### src/rtl/qtnav_pkg.sv
// Types, widths, status codes and the level offset function of the quadtree navigator.
package qtnav_pkg;

    localparam int IDX_W    = 31;
    localparam int LEVEL_W  = 4;
    localparam int LVL_W    = 5;
    localparam int POS_W    = 30;
    localparam int PAR_W    = 29;
    localparam int CHILD_W  = 31;
    localparam int STATUS_W = 2;

    localparam logic [STATUS_W-1:0] STATUS_OK     = 2'd0;
    localparam logic [STATUS_W-1:0] STATUS_ROOT   = 2'd1;
    localparam logic [STATUS_W-1:0] STATUS_DEEP   = 2'd2;
    localparam logic [STATUS_W-1:0] STATUS_BEYOND = 2'd3;

    // First global index of a level: 1 + 4 + ... + 4^(lvl-1).
    function automatic logic [63:0] level_offset(input int lvl);
        logic [63:0] off;
        off = 64'd0;
        for (int i = 0; i < lvl; i++)
        begin
            off = {off[61:0], 2'b00} + 64'd1;
        end
        return off;
    endfunction

    typedef struct packed {
        logic [IDX_W-1:0] idx;
        logic             beyond;
    } s1_t;

    typedef struct packed {
        logic [LVL_W-1:0]   lvl;
        logic [IDX_W-1:0]   pos;
        logic [CHILD_W-1:0] off_up;
        logic [PAR_W-1:0]   off_dn;
        logic               beyond;
        logic               root;
        logic               deepest;
    } s2_t;

    typedef struct packed {
        logic [LEVEL_W-1:0]  node_level;
        logic [POS_W-1:0]    level_position;
        logic [PAR_W-1:0]    parent_index;
        logic [CHILD_W-1:0]  child_zero;
        logic [CHILD_W-1:0]  child_one;
        logic [CHILD_W-1:0]  child_two;
        logic [CHILD_W-1:0]  child_three;
        logic [STATUS_W-1:0] nav_status;
    } res_t;

endpackage

### src/rtl/qtnav_compare.sv
// Stage one: compare the index against every level start and the end of the tree.
module qtnav_compare #(
    parameter int MAX_DEPTH = 15
) (
    input  logic                         clk,
    input  logic                         rst_n,
    input  logic                         en,
    input  logic                         valid_in,
    input  logic [qtnav_pkg::IDX_W-1:0]  idx_in,
    output logic                         valid_reg,
    output qtnav_pkg::s1_t               data_reg,
    output logic [MAX_DEPTH:1]           ge_reg
);

    qtnav_pkg::s1_t      data_next;
    logic [MAX_DEPTH:1]  ge_next;

    always_comb
    begin
        data_next.idx    = idx_in;
        data_next.beyond = {33'd0, idx_in} >= qtnav_pkg::level_offset(MAX_DEPTH + 1);
        for (int l = 1; l <= MAX_DEPTH; l++)
        begin
            ge_next[l] = {33'd0, idx_in} >= qtnav_pkg::level_offset(l);
        end
    end

    always_ff @(posedge clk or negedge rst_n)
    begin
        if (!rst_n)
        begin
            valid_reg <= 1'b0;
        end
        else if (en)
        begin
            valid_reg <= valid_in;
        end
    end

    always_ff @(posedge clk)
    begin
        if (en)
        begin
            data_reg <= data_next;
            ge_reg   <= ge_next;
        end
    end

endmodule

### src/rtl/qtnav_locate.sv
// Stage two: pick the level, its offsets and the position within the level.
module qtnav_locate #(
    parameter int MAX_DEPTH = 15
) (
    input  logic               clk,
    input  logic               rst_n,
    input  logic               en,
    input  logic               valid_in,
    input  qtnav_pkg::s1_t     data_in,
    input  logic [MAX_DEPTH:1] ge_in,
    output logic               valid_reg,
    output qtnav_pkg::s2_t     data_reg
);

    logic [MAX_DEPTH+1:0]            ge_ext;
    logic [MAX_DEPTH:0]              hot;
    logic [qtnav_pkg::IDX_W-1:0]     off_sel;
    qtnav_pkg::s2_t                  data_next;

    always_comb
    begin
        // Level zero always starts at or below the index; nothing lies past the last level.
        ge_ext = {1'b0, ge_in, 1'b1};

        // Level boundary as a one-hot: the last start at or below the index.
        for (int l = 0; l <= MAX_DEPTH; l++)
        begin
            hot[l] = ge_ext[l] & !ge_ext[l + 1];
        end

        off_sel          = '0;
        data_next.lvl    = '0;
        data_next.off_up = '0;
        data_next.off_dn = '0;
        for (int l = 0; l <= MAX_DEPTH; l++)
        begin
            if (hot[l])
            begin
                data_next.lvl    = data_next.lvl | qtnav_pkg::LVL_W'(l);
                off_sel          = off_sel
                                 | qtnav_pkg::IDX_W'(qtnav_pkg::level_offset(l));
                data_next.off_up = data_next.off_up
                                 | qtnav_pkg::CHILD_W'(qtnav_pkg::level_offset(l + 1));
                data_next.off_dn = data_next.off_dn
                                 | qtnav_pkg::PAR_W'(qtnav_pkg::level_offset(
                                       (l == 0) ? 0 : l - 1));
            end
        end

        data_next.pos     = data_in.idx - off_sel;
        data_next.beyond  = data_in.beyond;
        data_next.root    = hot[0];
        data_next.deepest = ge_in[MAX_DEPTH];
    end

    always_ff @(posedge clk or negedge rst_n)
    begin
        if (!rst_n)
        begin
            valid_reg <= 1'b0;
        end
        else if (en)
        begin
            valid_reg <= valid_in;
        end
    end

    always_ff @(posedge clk)
    begin
        if (en)
        begin
            data_reg <= data_next;
        end
    end

endmodule

### src/rtl/qtnav_link.sv
// Stage three: form parent and child indices and the status, into the output register.
module qtnav_link (
    input  logic           clk,
    input  logic           rst_n,
    input  logic           en,
    input  logic           valid_in,
    input  qtnav_pkg::s2_t data_in,
    output logic           valid_reg,
    output qtnav_pkg::res_t res_reg
);

    qtnav_pkg::res_t res_next;

    always_comb
    begin
        res_next = '0;
        if (data_in.beyond)
        begin
            res_next.nav_status = qtnav_pkg::STATUS_BEYOND;
        end
        else
        begin
            res_next.node_level     = data_in.lvl[qtnav_pkg::LEVEL_W-1:0];
            res_next.level_position = data_in.pos[qtnav_pkg::POS_W-1:0];
            if (!data_in.root)
            begin
                res_next.parent_index = data_in.off_dn
                                      + data_in.pos[qtnav_pkg::IDX_W-1:2];
            end
            if (!data_in.deepest)
            begin
                // Quadrant goes into the low two bits of 4*pos: no carry chain between kids.
                res_next.child_zero  = data_in.off_up + {data_in.pos[28:0], 2'd0};
                res_next.child_one   = data_in.off_up + {data_in.pos[28:0], 2'd1};
                res_next.child_two   = data_in.off_up + {data_in.pos[28:0], 2'd2};
                res_next.child_three = data_in.off_up + {data_in.pos[28:0], 2'd3};
            end
            if (data_in.deepest)
            begin
                res_next.nav_status = qtnav_pkg::STATUS_DEEP;
            end
            else if (data_in.root)
            begin
                res_next.nav_status = qtnav_pkg::STATUS_ROOT;
            end
            else
            begin
                res_next.nav_status = qtnav_pkg::STATUS_OK;
            end
        end
    end

    always_ff @(posedge clk or negedge rst_n)
    begin
        if (!rst_n)
        begin
            valid_reg <= 1'b0;
        end
        else if (en)
        begin
            valid_reg <= valid_in;
        end
    end

    always_ff @(posedge clk)
    begin
        if (en)
        begin
            res_reg <= res_next;
        end
    end

endmodule

### src/rtl/quadtree_node_navigator.sv
// Quadtree node navigator top level: three-stage pipeline with valid/stall handshakes.
//
// Takes one global node index of a complete quadtree stored level by level (level L
// starts at (4^L-1)/3, levels 0 to MAX_DEPTH) and returns its level, its position in
// that level, its parent and its four children, plus a status: 0 ok, 1 root (parent
// reads 0), 2 deepest level (children read 0), 3 index past the last level (all other
// fields read 0). A new transaction is taken every cycle unless in_stall is high; each one
// passes one register stage at a time: level-start compares, level select and position
// subtract, then the parent and child adds into the output register. A stall on the
// output holds every occupied stage; empty stages keep filling, so in_stall rises only
// once all three stages hold data.
module quadtree_node_navigator #(
    parameter int MAX_DEPTH = 15
) (
    input  logic                            clk,
    input  logic                            rst_n,
    input  logic                            in_valid,
    output logic                            in_stall,
    input  logic [qtnav_pkg::IDX_W-1:0]     node_index,
    output logic                            out_valid,
    input  logic                            out_stall,
    output logic [qtnav_pkg::LEVEL_W-1:0]   node_level,
    output logic [qtnav_pkg::POS_W-1:0]     level_position,
    output logic [qtnav_pkg::PAR_W-1:0]     parent_index,
    output logic [qtnav_pkg::CHILD_W-1:0]   child_zero,
    output logic [qtnav_pkg::CHILD_W-1:0]   child_one,
    output logic [qtnav_pkg::CHILD_W-1:0]   child_two,
    output logic [qtnav_pkg::CHILD_W-1:0]   child_three,
    output logic [qtnav_pkg::STATUS_W-1:0]  nav_status
);

    // Stage advance enables: a stage loads when it is empty or its successor moves.
    logic en1, en2, en3;
    logic v1, v2, v3;

    qtnav_pkg::s1_t     s1;
    logic [MAX_DEPTH:1] ge1;
    qtnav_pkg::s2_t     s2;
    qtnav_pkg::res_t    res;

    assign en3      = !v3 || !out_stall;
    assign en2      = !v2 || en3;
    assign en1      = !v1 || en2;
    assign in_stall = !en1;

    qtnav_compare #(
        .MAX_DEPTH (MAX_DEPTH)
    ) u_compare (
        .clk       (clk),
        .rst_n     (rst_n),
        .en        (en1),
        .valid_in  (in_valid),
        .idx_in    (node_index),
        .valid_reg (v1),
        .data_reg  (s1),
        .ge_reg    (ge1)
    );

    qtnav_locate #(
        .MAX_DEPTH (MAX_DEPTH)
    ) u_locate (
        .clk       (clk),
        .rst_n     (rst_n),
        .en        (en2),
        .valid_in  (v1),
        .data_in   (s1),
        .ge_in     (ge1),
        .valid_reg (v2),
        .data_reg  (s2)
    );

    qtnav_link u_link (
        .clk       (clk),
        .rst_n     (rst_n),
        .en        (en3),
        .valid_in  (v2),
        .data_in   (s2),
        .valid_reg (v3),
        .res_reg   (res)
    );

    // Drive the result ports straight from the output register.
    assign out_valid      = v3;
    assign node_level     = res.node_level;
    assign level_position = res.level_position;
    assign parent_index   = res.parent_index;
    assign child_zero     = res.child_zero;
    assign child_one      = res.child_one;
    assign child_two      = res.child_two;
    assign child_three    = res.child_three;
    assign nav_status     = res.nav_status;

endmodule

### config.mk
export PLATFORM = sky130hd
export DESIGN_NAME = quadtree_node_navigator
export DESIGN_NICKNAME = d
export VERILOG_FILES = /design/src/rtl/qtnav_pkg.sv /design/src/rtl/qtnav_compare.sv /design/src/rtl/qtnav_locate.sv /design/src/rtl/qtnav_link.sv /design/src/rtl/quadtree_node_navigator.sv
export SDC_FILE = /design/constraint.sdc
export NUM_CORES = 1
export LEC_CHECK = 0
export ABC_AREA = 0
export ABC_CLOCK_PERIOD_IN_PS = 11800
export BUFFER_PORTS_ARGS = -buffer_cell sky130_fd_sc_hd__buf_2
export CORE_UTILIZATION = 40
export DETAILED_ROUTE_END_ITERATION = 16
export PLACE_DENSITY = 0.73
export SYNTH_ARGS = -nofsm -noshare
export SYNTH_HDL_FRONTEND = slang
export SYNTH_SLANG_ARGS = --single-unit
### constraint.sdc
create_clock -name clk -period 11.8 [get_ports clk]
set_clock_uncertainty 0.05 [all_clocks]
set_input_delay 1.18 -clock clk [delete_from_list [all_inputs] [get_ports clk]]
set_output_delay 1.18 -clock clk [all_outputs]
set_load 0.005 [all_outputs]
### After elaboration in Yosys (flattened, before gate mapping)

Index checks and enable logic that the tools add are counted.

| word-level totals | value |
|---|---|
| output and inout bits | 191 |
| register bits | 337 |
| logic and storage cells | 158 |
| bits of input ports | 35 |

| cells by class | value |
|---|---|
| reduce and logical (&&, ||, !) cells | 39 |
| bitwise gates (word level) | 14 |
| $add $sub $neg | 6 |
| $lt $le $gt $ge | 16 |
| multiplexer cells | 29 |

Operator list:

| cell | number |
|---|---|
| $add A31 B31 Y31 | 4 |
| $ge A31 B1 Y1 const B | 1 |
| $ge A31 B11 Y1 const B | 1 |
| $ge A31 B13 Y1 const B | 1 |
| $ge A31 B15 Y1 const B | 1 |
| $ge A31 B17 Y1 const B | 1 |
| $ge A31 B19 Y1 const B | 1 |
| $ge A31 B21 Y1 const B | 1 |
| $ge A31 B23 Y1 const B | 1 |
| $ge A31 B25 Y1 const B | 1 |
| $ge A31 B27 Y1 const B | 1 |
| $ge A31 B29 Y1 const B | 1 |
| $ge A31 B3 Y1 const B | 1 |
| $ge A31 B31 Y1 const B | 1 |
| $ge A31 B5 Y1 const B | 1 |
| $ge A31 B7 Y1 const B | 1 |
| $ge A31 B9 Y1 const B | 1 |
| $sub A31 B31 Y31 | 1 |
| $mux W30 | 1 |
| $add A29 B29 Y29 | 1 |
| $mux W29 | 1 |
| $mux W27 | 1 |
| $mux W25 | 1 |
| $mux W23 | 1 |
| 29 further kinds | 77 |

### Longest topological paths before layout

Gate-level depths: netlist (run 1).

| logic depth | value |
|---|---|
| word-level depth | 18 |
| depth in mapped cells | 17 |
| depth with buffers taken out | 17 |

### By module

A second synthesis (run 1) with hierarchy kept.

| unflattened totals | value |
|---|---|
| cells, all modules | 1617 |
| area, all modules | 17326.6 um^2 |

By module, submodules not included:

| module | sequential area each (um^2) | cells each | times used | area an instance (um^2) |
|---|---|---|---|---|
| qtnav_link | 5640.4 | 1093 | 1 | 11543.6 |
| qtnav_locate | 1616.6 | 382 | 1 | 3776.1 |
| qtnav_compare | 1436.4 | 138 | 1 | 1983.2 |
| quadtree_node_navigator | 0.0 | 4 | 1 | 23.8 |

### Least setup slack after synthesis (run 1)

Ideal clock, no wire load.

| timing | value |
|---|---|
| kind | input to register |
| start point | in out_stall |
| end point | reg u_link.res_reg[0] (netlist bit), enable pin |
| library setup time | 490 ps |
| buffers on the path | 0 |
| required time | 11260 ps |
| path slack | 7414 ps |
| cell stages on the path | 1 |
| arrival time | 3846 ps |
| cells stage by stage | nand2_1 |

| on the way | value |
|---|---|
| cells in the longest elaborated chain, start to end | 2 |

Ends and longest elaborated chain:

| element | line | source |
|---|---|---|
| from (decl) | quadtree_node_navigator.sv:21 | `input logic out_stall,` |
| $logic_not A1 Y1 | quadtree_node_navigator.sv:41 | `assign en3 = !v3 \|\| !out_stall;` |
| $logic_or A1 B1 Y1 | quadtree_node_navigator.sv:41 |  |
| to (signal assigned) | qtnav_link.sv:69 | `res_reg <= res_next;` |
| to (decl) | qtnav_link.sv:9 | `output qtnav_pkg::res_t res_reg` |

No other way between the ends.
A chain may end at the register's enable or synchronous reset.

==> results.md, run 1 <==
- Cell count after placement: roughly 1,600
- CTS Root Cell: clkbuf_16
- Library cells used by synthesis: 68
- Antenna violations before repair: 0
- Post-CTS Setup Bufs: 0
- Async S/R FF share, synth: ~1.3%
- Die area: 31,080 um2
- CP Launch Type: register
- Gr usage total: 18.68%
- Worst Hold Class: reg -> reg
- Clock latency on the worst-skew pair: approximately 0.52 ns
- Max reg flops: 126
- Final slew viol count: 0
- CP Class: reg -> reg
- Dpl hpwl: 22,450 um
- Post-layout minimum cycle time: between 4 and 5 ns
- WP depth: 16
- Setup violators final: 0
- Reg2reg start: u_compare.ge_reg[15]
- RePlAce Congestion: 0.9637
- Final global-route overflow total: 0
- R2R cell count: 16
- End of the worst register-to-register path: u_locate.data_reg[90]
- Vias in the first global route: 8,166
- Die H: 176.3 um
- PostCTS Resize Cnt: 0
- CP Max Fanout: 4
- Rows: 63
- Worst Setup SP: u_compare.ge_reg[15]
- Post-synthesis sequential area ratio: 56.47%
- Simple-Gate Fraction of Synth Area: 15.05%
- Mean post-synth cell area: 11.25 um2
- # nets final: 1,298
- Port bufs: approximately 220
- Commonest non-fill, non-tap cell in the layout: edfxtp_1
- Max H-tree Level: 1
- Via Count: 8,591
- Clock sinks: 229
- CP peak stage delay: 0.49 ns
- Xor and xnor fraction of the mapped netlist area: 7.856%
- Seq cells post-synth: 229
- Syn Std Cell Area: 12,150 um2
- LEAKAGE: 5.668 nW
- Synth Flop Type: edfxtp_1
- Max-cap violations: 0
- Most frequent cells in the layout: 226 x edfxtp_1, 224 x buf_2, 132 x nor2_1, 60 x nand2_1
- DRT iter0 DRCs: 563
- Multi-input gate area: 4501 um2
- Status: complete, no violations
- Total Wirelength: 29,460 um
- Mapped Nets: 1,149
- Cell Pwr Density: 175.5 nW/um2
- Critical path arrival: roughly 4.7 ns
- Synth warn: 0
- CP Data Required Time: about 12 ns
- # diodes: 0
- Compound-Gate Fraction of Synth Area: 10.40%
- CORE AREA: 29,800 um2
- Crit path to: u_locate.data_reg[90]
- Initial core utilization: between 40% and 50%
- Hold buffer count at CTS: 0
- Clock Path Buffers: 3
- Die X: 176.3 um
- Post-synthesis adder-cell area fraction: 3.563%
- Post-DP Area: 13,170 um2
- I/O Pins: 226
- Reg2reg setup slack: 7.29 ns
- CP Cell Sequence: or3_4, or4_4, inv_2, nand3b_2, or4_4, or2_4, nor2_4, nand2_1, ha_1, nor2b_1, o21ai_0, a21oi_1, a31oi_1, a21oi_1, o41ai_1, xnor2_1
- Final Hold Viols: 0
- Util after Layout: between 40 and 50%
- Antenna Nets Post-Route: 0
- Layout cell share with drive strength beyond 1: around a quarter
- RSZ-0062 raised after global routing: no
- Max VDD drop: 0.09960 mV
- Critical Path Sink Type: register
- Area delta synth->final: 14.97%
- Hold path depth: 0
- Tcrit/Tclk final: approximately two fifths
- Fillers: between 2,000 and 3,000
- Clock transition at path regs: 0.06 ns
- Largest family of logic cells by synthesized area: simple AND/OR/NAND/NOR gates
- Buf+Inv Stages, Crit Path: 1
- Synth Instances: 1,080
- Routed vias/inst: 5.258
- First-pass GRT wire length: 44,960 um
- Crit-path leading delay family: simple AND/OR/NAND/NOR gates
- Crit-path slowest cell: a31oi_1
- Layout Cells excl Fill: 1,634
- Pwr Total: 0.002451 W
- TritonCTS Buffers: 24
- Fmax: between 200 and 250 MHz
- Largest net degree at the start of global routing: between 70 and 80
- Reg area: 6862 um2
- Setup TNS: 0 ns
- Post-Layout Inst Area: about 14,000 um2
- Slew at the pin with the worst max-slew slack: 0.9134 ns
- Post-synthesis mux area share: 0%
- DR WL/cell: 18.03 um
- CTS tree: yes
- Remaining DRCs: 0
- Slew margin rel.: between 30% and 40%
- EDFF count, synth: ~230
- Detailed Routing Iterations Pass 1: 5
-- power breakdown --
| part | total, W | internal [W] | switching [W] |
|---|---|---|---|
| Clock | 0.000765 | 0.000467 | 0.000297 |
| Combinational | 0.000571 | 0.000234 | 0.000336 |
| Sequential | 0.00112 | 0.00103 | 0.0000856 |
| Total | 0.00245 | 0.00173 | 0.000719 |
-- routing by layer --
metal,track usage (%),vias up,wire length (um)
met2,31.51,359,14070
met3,2.369,49,1797
li1,-,4125,-
met5,0,-,0
met1,24.87,4058,12790
met4,6.087,0,793
-- worst min-delay path by stage --
stage / from / to / slack, ns
floorplan: u_compare.data_reg[0] / u_locate.data_reg[2] / 0.35
global placement: u_compare.data_reg[0] / u_locate.data_reg[2] / 0.35
detailed placement: u_compare.data_reg[0] / u_locate.data_reg[2] / 0.37
CTS: rst_n / u_locate.valid_reg / 0.38
global route: u_compare.data_reg[0] / u_locate.data_reg[2] / 0.38
finish: u_compare.data_reg[0] / u_locate.data_reg[2] / 0.37
-- layout make-up --
type | count | share of cell area, %
Clock buffer | 26 | 4.505
Inverter | 44 | 1.182
Clock inverter | 15 | 1.200
Multi-Input combinational cell | 701 | 32.21
Timing Repair Buffer | 229 | 8.293
Sequential cell | 229 | 49.11
Tap cell | 390 | 3.493
-- cells by family after synthesis --
| group | Yosys count |
|---|---|
| DFF | 229 |
| and+or+nand+nor | 358 |
| xor gates and xnor gates | 109 |
| AOI/OAI and AO/OA | 198 |
| buffers and inverters | 150 |
| adders and majority gates | 34 |
| other | 2 |
-- cell usage after synthesis (3+ instances only) --
master	instances	area [um2]
xnor2_1	54	473.0
a31oi_1	19	118.9
edfxtp_1	226	6787
nand4_1	17	106.4
nor2b_1	41	256.5
a211oi_1	8	60.06
ha_1	33	412.9
nand3_1	18	90.09
dfrtp_1	3	75.07
o21bai_1	4	30.03
a21oi_1	41	205.2
buf_1	10	37.54
nor4bb_1	4	40.04
a211o_1	10	87.58
o31ai_1	5	37.54
or3_1	4	25.02
nand2b_1	11	68.82
nand2_1	61	229.0
o21ai_0	55	275.3
nand3b_1	3	22.52
a21boi_0	3	22.52
a31o_2	7	61.31
nor4_1	3	18.77
and4_1	4	35.03
nor3_1	18	90.09
buf_4	63	473.0
o211ai_1	4	30.03
nor2_1	132	495.5
xor2_1	55	481.7
o21a_1	6	45.04
a22oi_1	4	30.03
and2_1	6	37.54
a21o_1	15	112.6
clkbuf_1	31	116.4
and3_1	8	50.05
or4_4	3	33.78
or2_2	6	37.54
inv_1	43	161.4
nor3b_1	3	22.52
-- metrics by stage --
step / setup slack, ns / hold WS, ns
after floorplan: 7.414 / 0.3503
after global placement: 7.358 / 0.3545
after detailed placement: 7.299 / 0.3673
after CTS: 7.290 / 0.3817
after global routing: 6.980 / 0.3830
final: 7.286 / 0.3748
Power figures use the tool's default switching activity.
==> run 2: changes to the inputs <==
--- a/config.mk
+++ b/config.mk
@@ -6,7 +6,7 @@
 export NUM_CORES = 1
 export LEC_CHECK = 0
 export ABC_AREA = 0
-export ABC_CLOCK_PERIOD_IN_PS = 11800
+export ABC_CLOCK_PERIOD_IN_PS = 4430
 export BUFFER_PORTS_ARGS = -buffer_cell sky130_fd_sc_hd__buf_2
 export CORE_UTILIZATION = 40
 export DETAILED_ROUTE_END_ITERATION = 16
==> constraint.sdc (replaced) <==
create_clock -name clk -period 4.43 [get_ports clk]
set_clock_uncertainty 0.05 [all_clocks]
set_input_delay 0.443 -clock clk [delete_from_list [all_inputs] [get_ports clk]]
set_output_delay 0.443 -clock clk [all_outputs]
set_load 0.005 [all_outputs]
==> run 2 against run 1 <==
- register-to-register slack lost 7.1 ns
- clock-buffer cell count grew 1
- first-iteration DRC count grew 19%
- clock power grew to 2.7 times the previous value
- flip-flop and latch count is the same
- critical path depth grew 1
==> results.md, run 2 (synthesized netlist as in run 1, its figures left out) <==
- Total Wirelength: between 30,000 and 40,000 um
- Slew margin rel.: 34.39%
- CP Class: reg -> reg
- CP Data Required Time: 4.65 ns
- Most frequent cells in the layout: 226 x edfxtp_1, 224 x buf_2, 132 x nor2_1, 60 x nand2_1, 55 x xor2_1
- CTS Root Cell: clkbuf_16
- CTS tree: yes
- Multi-input gate area: 4541 um2
- Pwr Total: 0.006555 W
- Remaining DRCs: 0
- Tcrit/Tclk final: 95.90%
- Critical Path Sink Type: register
- Antenna violations before repair: 0
- Antenna Nets Post-Route: 0
- Rows: 63
- Gr usage total: a little under a fifth
- CORE AREA: 29,800 um2
- Clock sinks: 229
- Setup TNS: 0 ns
- # diodes: 0
- Detailed Routing Iterations Pass 1: 5
- Vias in the first global route: 8,132
- Port bufs: 224
- DRT iter0 DRCs: 670
- Clock latency on the worst-skew pair: between 0.5 and 0.6 ns
- Wl on met1: approximately 13,000 um
- Worst setup margin: 0.1816 ns
- Buf+Inv Stages, Crit Path: 1
- Final Hold Viols: 0
- Util after Layout: between 40 and 50%
- Setup violators final: 0
- Cell Pwr Density: around 470 nW/um2
- Crit-path leading delay family: simple AND/OR/NAND/NOR gates
- Status: complete, no violations
- Smallest hold slack: 0.06078 ns
- Largest net degree at the start of global routing: 66
- Max layer used: met4
- # nets final: 1,303
- Max H-tree Level: 1
- TritonCTS Buffers: 24
- Final slew viol count: 0
- RePlAce Congestion: approximately 0.9
- Max reg flops: 126
- Max VDD drop: 0.2379 mV
- Die area: 31,080 um2
- Via Count: 8,629
- Die X: between 150 and 200 um
- Critical path arrival: 4.47 ns
- Setup WS pre-CTS: 0.05544 ns
- Dpl hpwl: 22,500 um
- Slew at the pin with the worst max-slew slack: 0.9758 ns
- CP peak stage delay: 0.44 ns
- Crit-path slowest cell: or4_4
- Met2 routed WL: 14,020 um
- Post-layout minimum cycle time: ~4.2 ns
- Initial core utilization: 40.78%
- Fillers: 2,755
- Met3 wire len: 1641 um
- CP Cell Sequence: or3_4, or4_4, inv_2, nand3b_2, or4_4, or2_4, nor2_4, nand2_1, ha_1, ha_1, nand2b_1, a21o_1, a31oi_4, o21ai_2, a21oi_2, a21boi_0, xnor2_1
- I/O Pins: 226
- Die H: 176.3 um
- Commonest non-fill, non-tap cell in the layout: edfxtp_1
- CP Launch Type: register
- LEAKAGE: 5.703 nW
- CP Max Fanout: 4
- Final global-route overflow total: 0
- Reg area: 6862 um2
- Clock transition at path regs: approximately 0.06 ns
- Clock Path Buffers: 3
- First-pass GRT wire length: about 45,000 um
- Max-cap violations: 0
- Routed vias/inst: 5.255
- Worst Hold Class: in -> reg
- DR WL/cell: roughly 18 um
- Layout cell share with drive strength beyond 1: between 20% and 30%
- Fmax: 235.4 MHz
- Area delta synth->final: 15.77%
[run 2: cell types whose count changed in the layout (fill, tap and decap cells not counted), moves of 2 or more]
cell,before,now
a21oi_1,41,39
a21oi_2,0,2
a31oi_1,19,17
buf_4,5,8
clkinv_1,6,4
inv_6,0,2
[run 2: timing repair]
| item | CTS | global route |
|---|---|---|
| resized for setup | 0 | 8 |
| hold endpoints to repair | 3 | 0 |
| hold buffers | 1 | 0 |
| setup endpoints to repair | 0 | 7 |
| setup buffers | 0 | 1 |
[run 2: final timing paths]
kind,startpoint,to,slack (ns),cells past startpoint
worst max-delay path,u_compare.ge_reg[15],u_locate.data_reg[89],0.18,17
worst min-delay path,in_valid,u_compare.valid_reg,0.06,2
worst max register to register,u_compare.ge_reg[15],u_locate.data_reg[89],0.18,17
worst min register to register,u_compare.data_reg[0],u_locate.data_reg[2],0.37,0
max in group asynchronous,rst_n,u_locate.valid_reg,4.00,2
min in group asynchronous,rst_n,u_compare.valid_reg,0.22,2
[run 2: layout make-up]
class | instances | area share [%]
tap | 390 | 3.469
timing repair buffer | 234 | 8.609
multi-input combinational | 701 | 32.27
inverter | 44 | 1.174
clock buffer | 27 | 4.500
clock inverter | 17 | 1.201
sequential | 229 | 48.77
[run 2: metal layers]
layer / vias up / track usage [%]
met2: 337 / 31.22
li1: 4135 / -
met3: 63 / 2.584
met1: 4094 / 25.23
met5: - / 0
met4: 0 / 7.464
[run 2: worst register-to-register path: cells and delay by family, from the launching register on]
kind,cells,cell delay [ns]
flip-flops,1,0.41
buffers and inverters,1,0.10
XOR/XNOR,1,0.15
adder cells (fa/ha/maj),2,0.40
AND/OR/NAND/NOR,8,2.03
AO/OA/AOI/OAI,5,0.87
[run 2: metrics by stage]
stage          cells  cell area [um2]
2_1_floorplan   1080            12150
3_3_place_gp    1596            13210
3_5_place_dp    1596            13210
4_1_cts         1641            14020
6_report        1642            14070
5_1_grt         1642            14070
[run 2: power by group]
part | internal [W] | leakage [nW] | total, W | switching, W
Clock | 0.00121 | 0.396 | 0.00204 | 0.000831
Sequential | 0.00274 | 2.28 | 0.00297 | 0.000232
Combinational | 0.000636 | 3.02 | 0.00154 | 0.000906
Total | 0.00459 | 5.70 | 0.00656 | 0.00197
==> run 3: changes to the inputs <==
--- a/config.mk
+++ b/config.mk
@@ -6,7 +6,7 @@
 export NUM_CORES = 1
 export LEC_CHECK = 0
 export ABC_AREA = 0
-export ABC_CLOCK_PERIOD_IN_PS = 4430
+export ABC_CLOCK_PERIOD_IN_PS = 4600
 export BUFFER_PORTS_ARGS = -buffer_cell sky130_fd_sc_hd__buf_2
 export CORE_UTILIZATION = 40
 export DETAILED_ROUTE_END_ITERATION = 16
==> constraint.sdc (replaced) <==
create_clock -name clk -period 4.6 [get_ports clk]
set_clock_uncertainty 0.05 [all_clocks]
set_input_delay 0.46 -clock clk [delete_from_list [all_inputs] [get_ports clk]]
set_output_delay 0.46 -clock clk [all_outputs]
set_load 0.005 [all_outputs]
==> run 3 against run 2 <==
- sequential power down 4%
- global-route usage down 0.072 points
- clock-buffer cell count up 5
- sequential share of layout area up 0.26 points
- combinational power down 4%
- die area unchanged
- critical path depth unchanged
- power down 4.3%
- clock power down 5%
- worst setup slack better by 0.053 ns
- via count down 0.45%
- hold slack better by 0.013 ns
==> results.md, run 3 (synthesized netlist as in run 1, its figures left out) <==
- Status: complete, no violations
- Dpl hpwl: about 23,000 um
- Rows: 63
- Worst Hold Class: in -> reg
- Max H-tree Level: 1
- CORE AREA: about 30,000 um2
- Clock latency on the worst-skew pair: 0.53 ns
- Largest net degree at the start of global routing: 65
- Gr usage total: 18.87%
- LEAKAGE: between 5 and 6 nW
- Final Hold Viols: 0
- Antenna violations before repair: 0
- Remaining DRCs: 0
- DR WL/cell: 18.28 um
- RePlAce Congestion: 0.9044
- # nets final: 1,302
- Critical path arrival: 4.59 ns
- Most frequent cells in the layout: 226 x edfxtp_1, 224 x buf_2, 132 x nor2_1, 60 x nand2_1
- Util after Layout: between 40% and 50%
- Commonest non-fill, non-tap cell in the layout: edfxtp_1
- Max reg flops: 126
- Vias in the first global route: 8,163
- DRT iter0 DRCs: 503
- CP Data Required Time: 4.83 ns
- Fillers: ~2,800
- Reg area: ~7000 um2
- CTS tree: yes
- Final global-route overflow total: 0
- Clock transition at path regs: 0.06 ns
- CP Class: reg -> reg
- Post-layout minimum cycle time: between 4 and 5 ns
- Max-cap violations: 0
- Max VDD drop: 0.2448 mV
- Initial core utilization: 40.78%
- # diodes: 0
- RSZ-0062 raised after global routing: yes
- Setup WS pre-CTS: roughly 0.19 ns
- Routed vias/inst: ~5.2
- Clock sinks: 229
- Area delta synth->final: 15.16%
- Reg2reg setup slack: 0.23 ns
- Die H: 176.3 um
- CP Max Fanout: 4
- First-pass GRT wire length: ~45,000 um
- Worst setup margin: 0.2343 ns
- Critical Path Sink Type: register
- Multi-input gate area: ~4500 um2
- Clock Path Buffers: 3
- Final slew viol count: 0
- Via Count: between 8,000 and 9,000
- Slew margin rel.: between 30% and 40%
- Fmax: 229.1 MHz
- Antenna Nets Post-Route: 0
- Tcrit/Tclk final: 94.91%
- I/O Pins: 226
- CTS Root Cell: clkbuf_16
- Setup violators final: 0
- Post-CTS Setup Bufs: 0
- Die X: between 150 and 200 um
- Port bufs: around 220
- TritonCTS Buffers: 25
- Detailed Routing Iterations Pass 1: 4
- Total Wirelength: 29,940 um
- Layout cell share with drive strength beyond 1: a little under a quarter
- Slew at the pin with the worst max-slew slack: 0.9469 ns
- Die area: 31,080 um2
- CP Launch Type: register
- Cell Pwr Density: 448.3 nW/um2
[run 3: changes by cell type in the layout (fill, tap and decap cells not counted), moves of 2 or more]
cell,previous run,this run
clkinv_1,4,2
a31oi_1,17,19
buf_4,8,6
clkinv_2,6,4
clkbuf_1,2,7
[run 3: metal layers]
layer / part of all wire, % / vias to the layer above / wire length [um] / global-route usage (%)
met5: 0 / - / 0 / 0
met4: 2.8 / 0 / 838 / 5.507
met3: 5.4 / 44 / 1627 / 2.412
met2: 48 / 332 / 14460 / 32.02
met1: 43 / 4088 / 13010 / 25.21
li1: - / 4126 / - / -
[run 3: worst max-delay path, stage by stage, from the launching register on]
cell and delay [ns]:
edfxtp_1 0.42, or3_4 0.42, or4_4 0.43, inv_2 0.10
nand3b_2 0.11, or4_4 0.45, or2_4 0.26, nor2_4 0.13
nand2_1 0.07, ha_1 0.19, ha_1 0.20, nand2b_1 0.17
a21o_1 0.23, a31oi_1 0.29, nand4_1 0.16, nand4b_1 0.17
a311oi_1 0.12, xnor2_1 0.15
[run 3: where the power goes]
group	switching (W)	internal, W	total, W
clock network	0.000771	0.00116	0.00193
registers	0.000220	0.00264	0.00286
logic	0.000870	0.000609	0.00148
total	0.00186	0.00441	0.00627
[run 3: path summary, 6_finish.rpt]
path	start	to	cells after the start
setup / recovery	u_compare.ge_reg[15]	u_locate.data_reg[91]	17
hold / removal	in_valid	u_compare.valid_reg	2
setup reg to reg	u_compare.ge_reg[15]	u_locate.data_reg[91]	17
hold reg to reg	u_compare.data_reg[0]	u_locate.data_reg[2]	0
max in group asynchronous	rst_n	u_compare.valid_reg	2
min in group asynchronous	rst_n	u_locate.valid_reg	2
[run 3: timing repair]
action                                  in CTS  in global routing
hold buffers                                 1                  0
endpoints found under the setup margin       0                  2
hold endpoints to repair                     3                  0
gates resized for setup                      0                  1
[run 3: metrics by stage]
step	power, W	std cells	instance area, um2	TNS [ns]	hold WS (ns)
2_1_floorplan	0.003861	1080	12150	0	0.1144
3_3_place_gp	0.004366	1595	13200	0	0.2047
3_5_place_dp	0.004386	1595	13200	0	0.2099
4_1_cts	0.006335	1638	13990	0	0.05739
5_1_grt	0.006584	1638	13990	-0.009909	0.05707
6_report	0.006273	1638	13990	0	0.07422
[run 3: final cells by class]
class	instances	area share, %
clock buffer	32	4.658
clock inverter	10	0.9031
inverter	44	1.180
multi-input combinational	701	32.19
sequential	229	49.03
tap	390	3.487
timing repair buffer	232	8.548
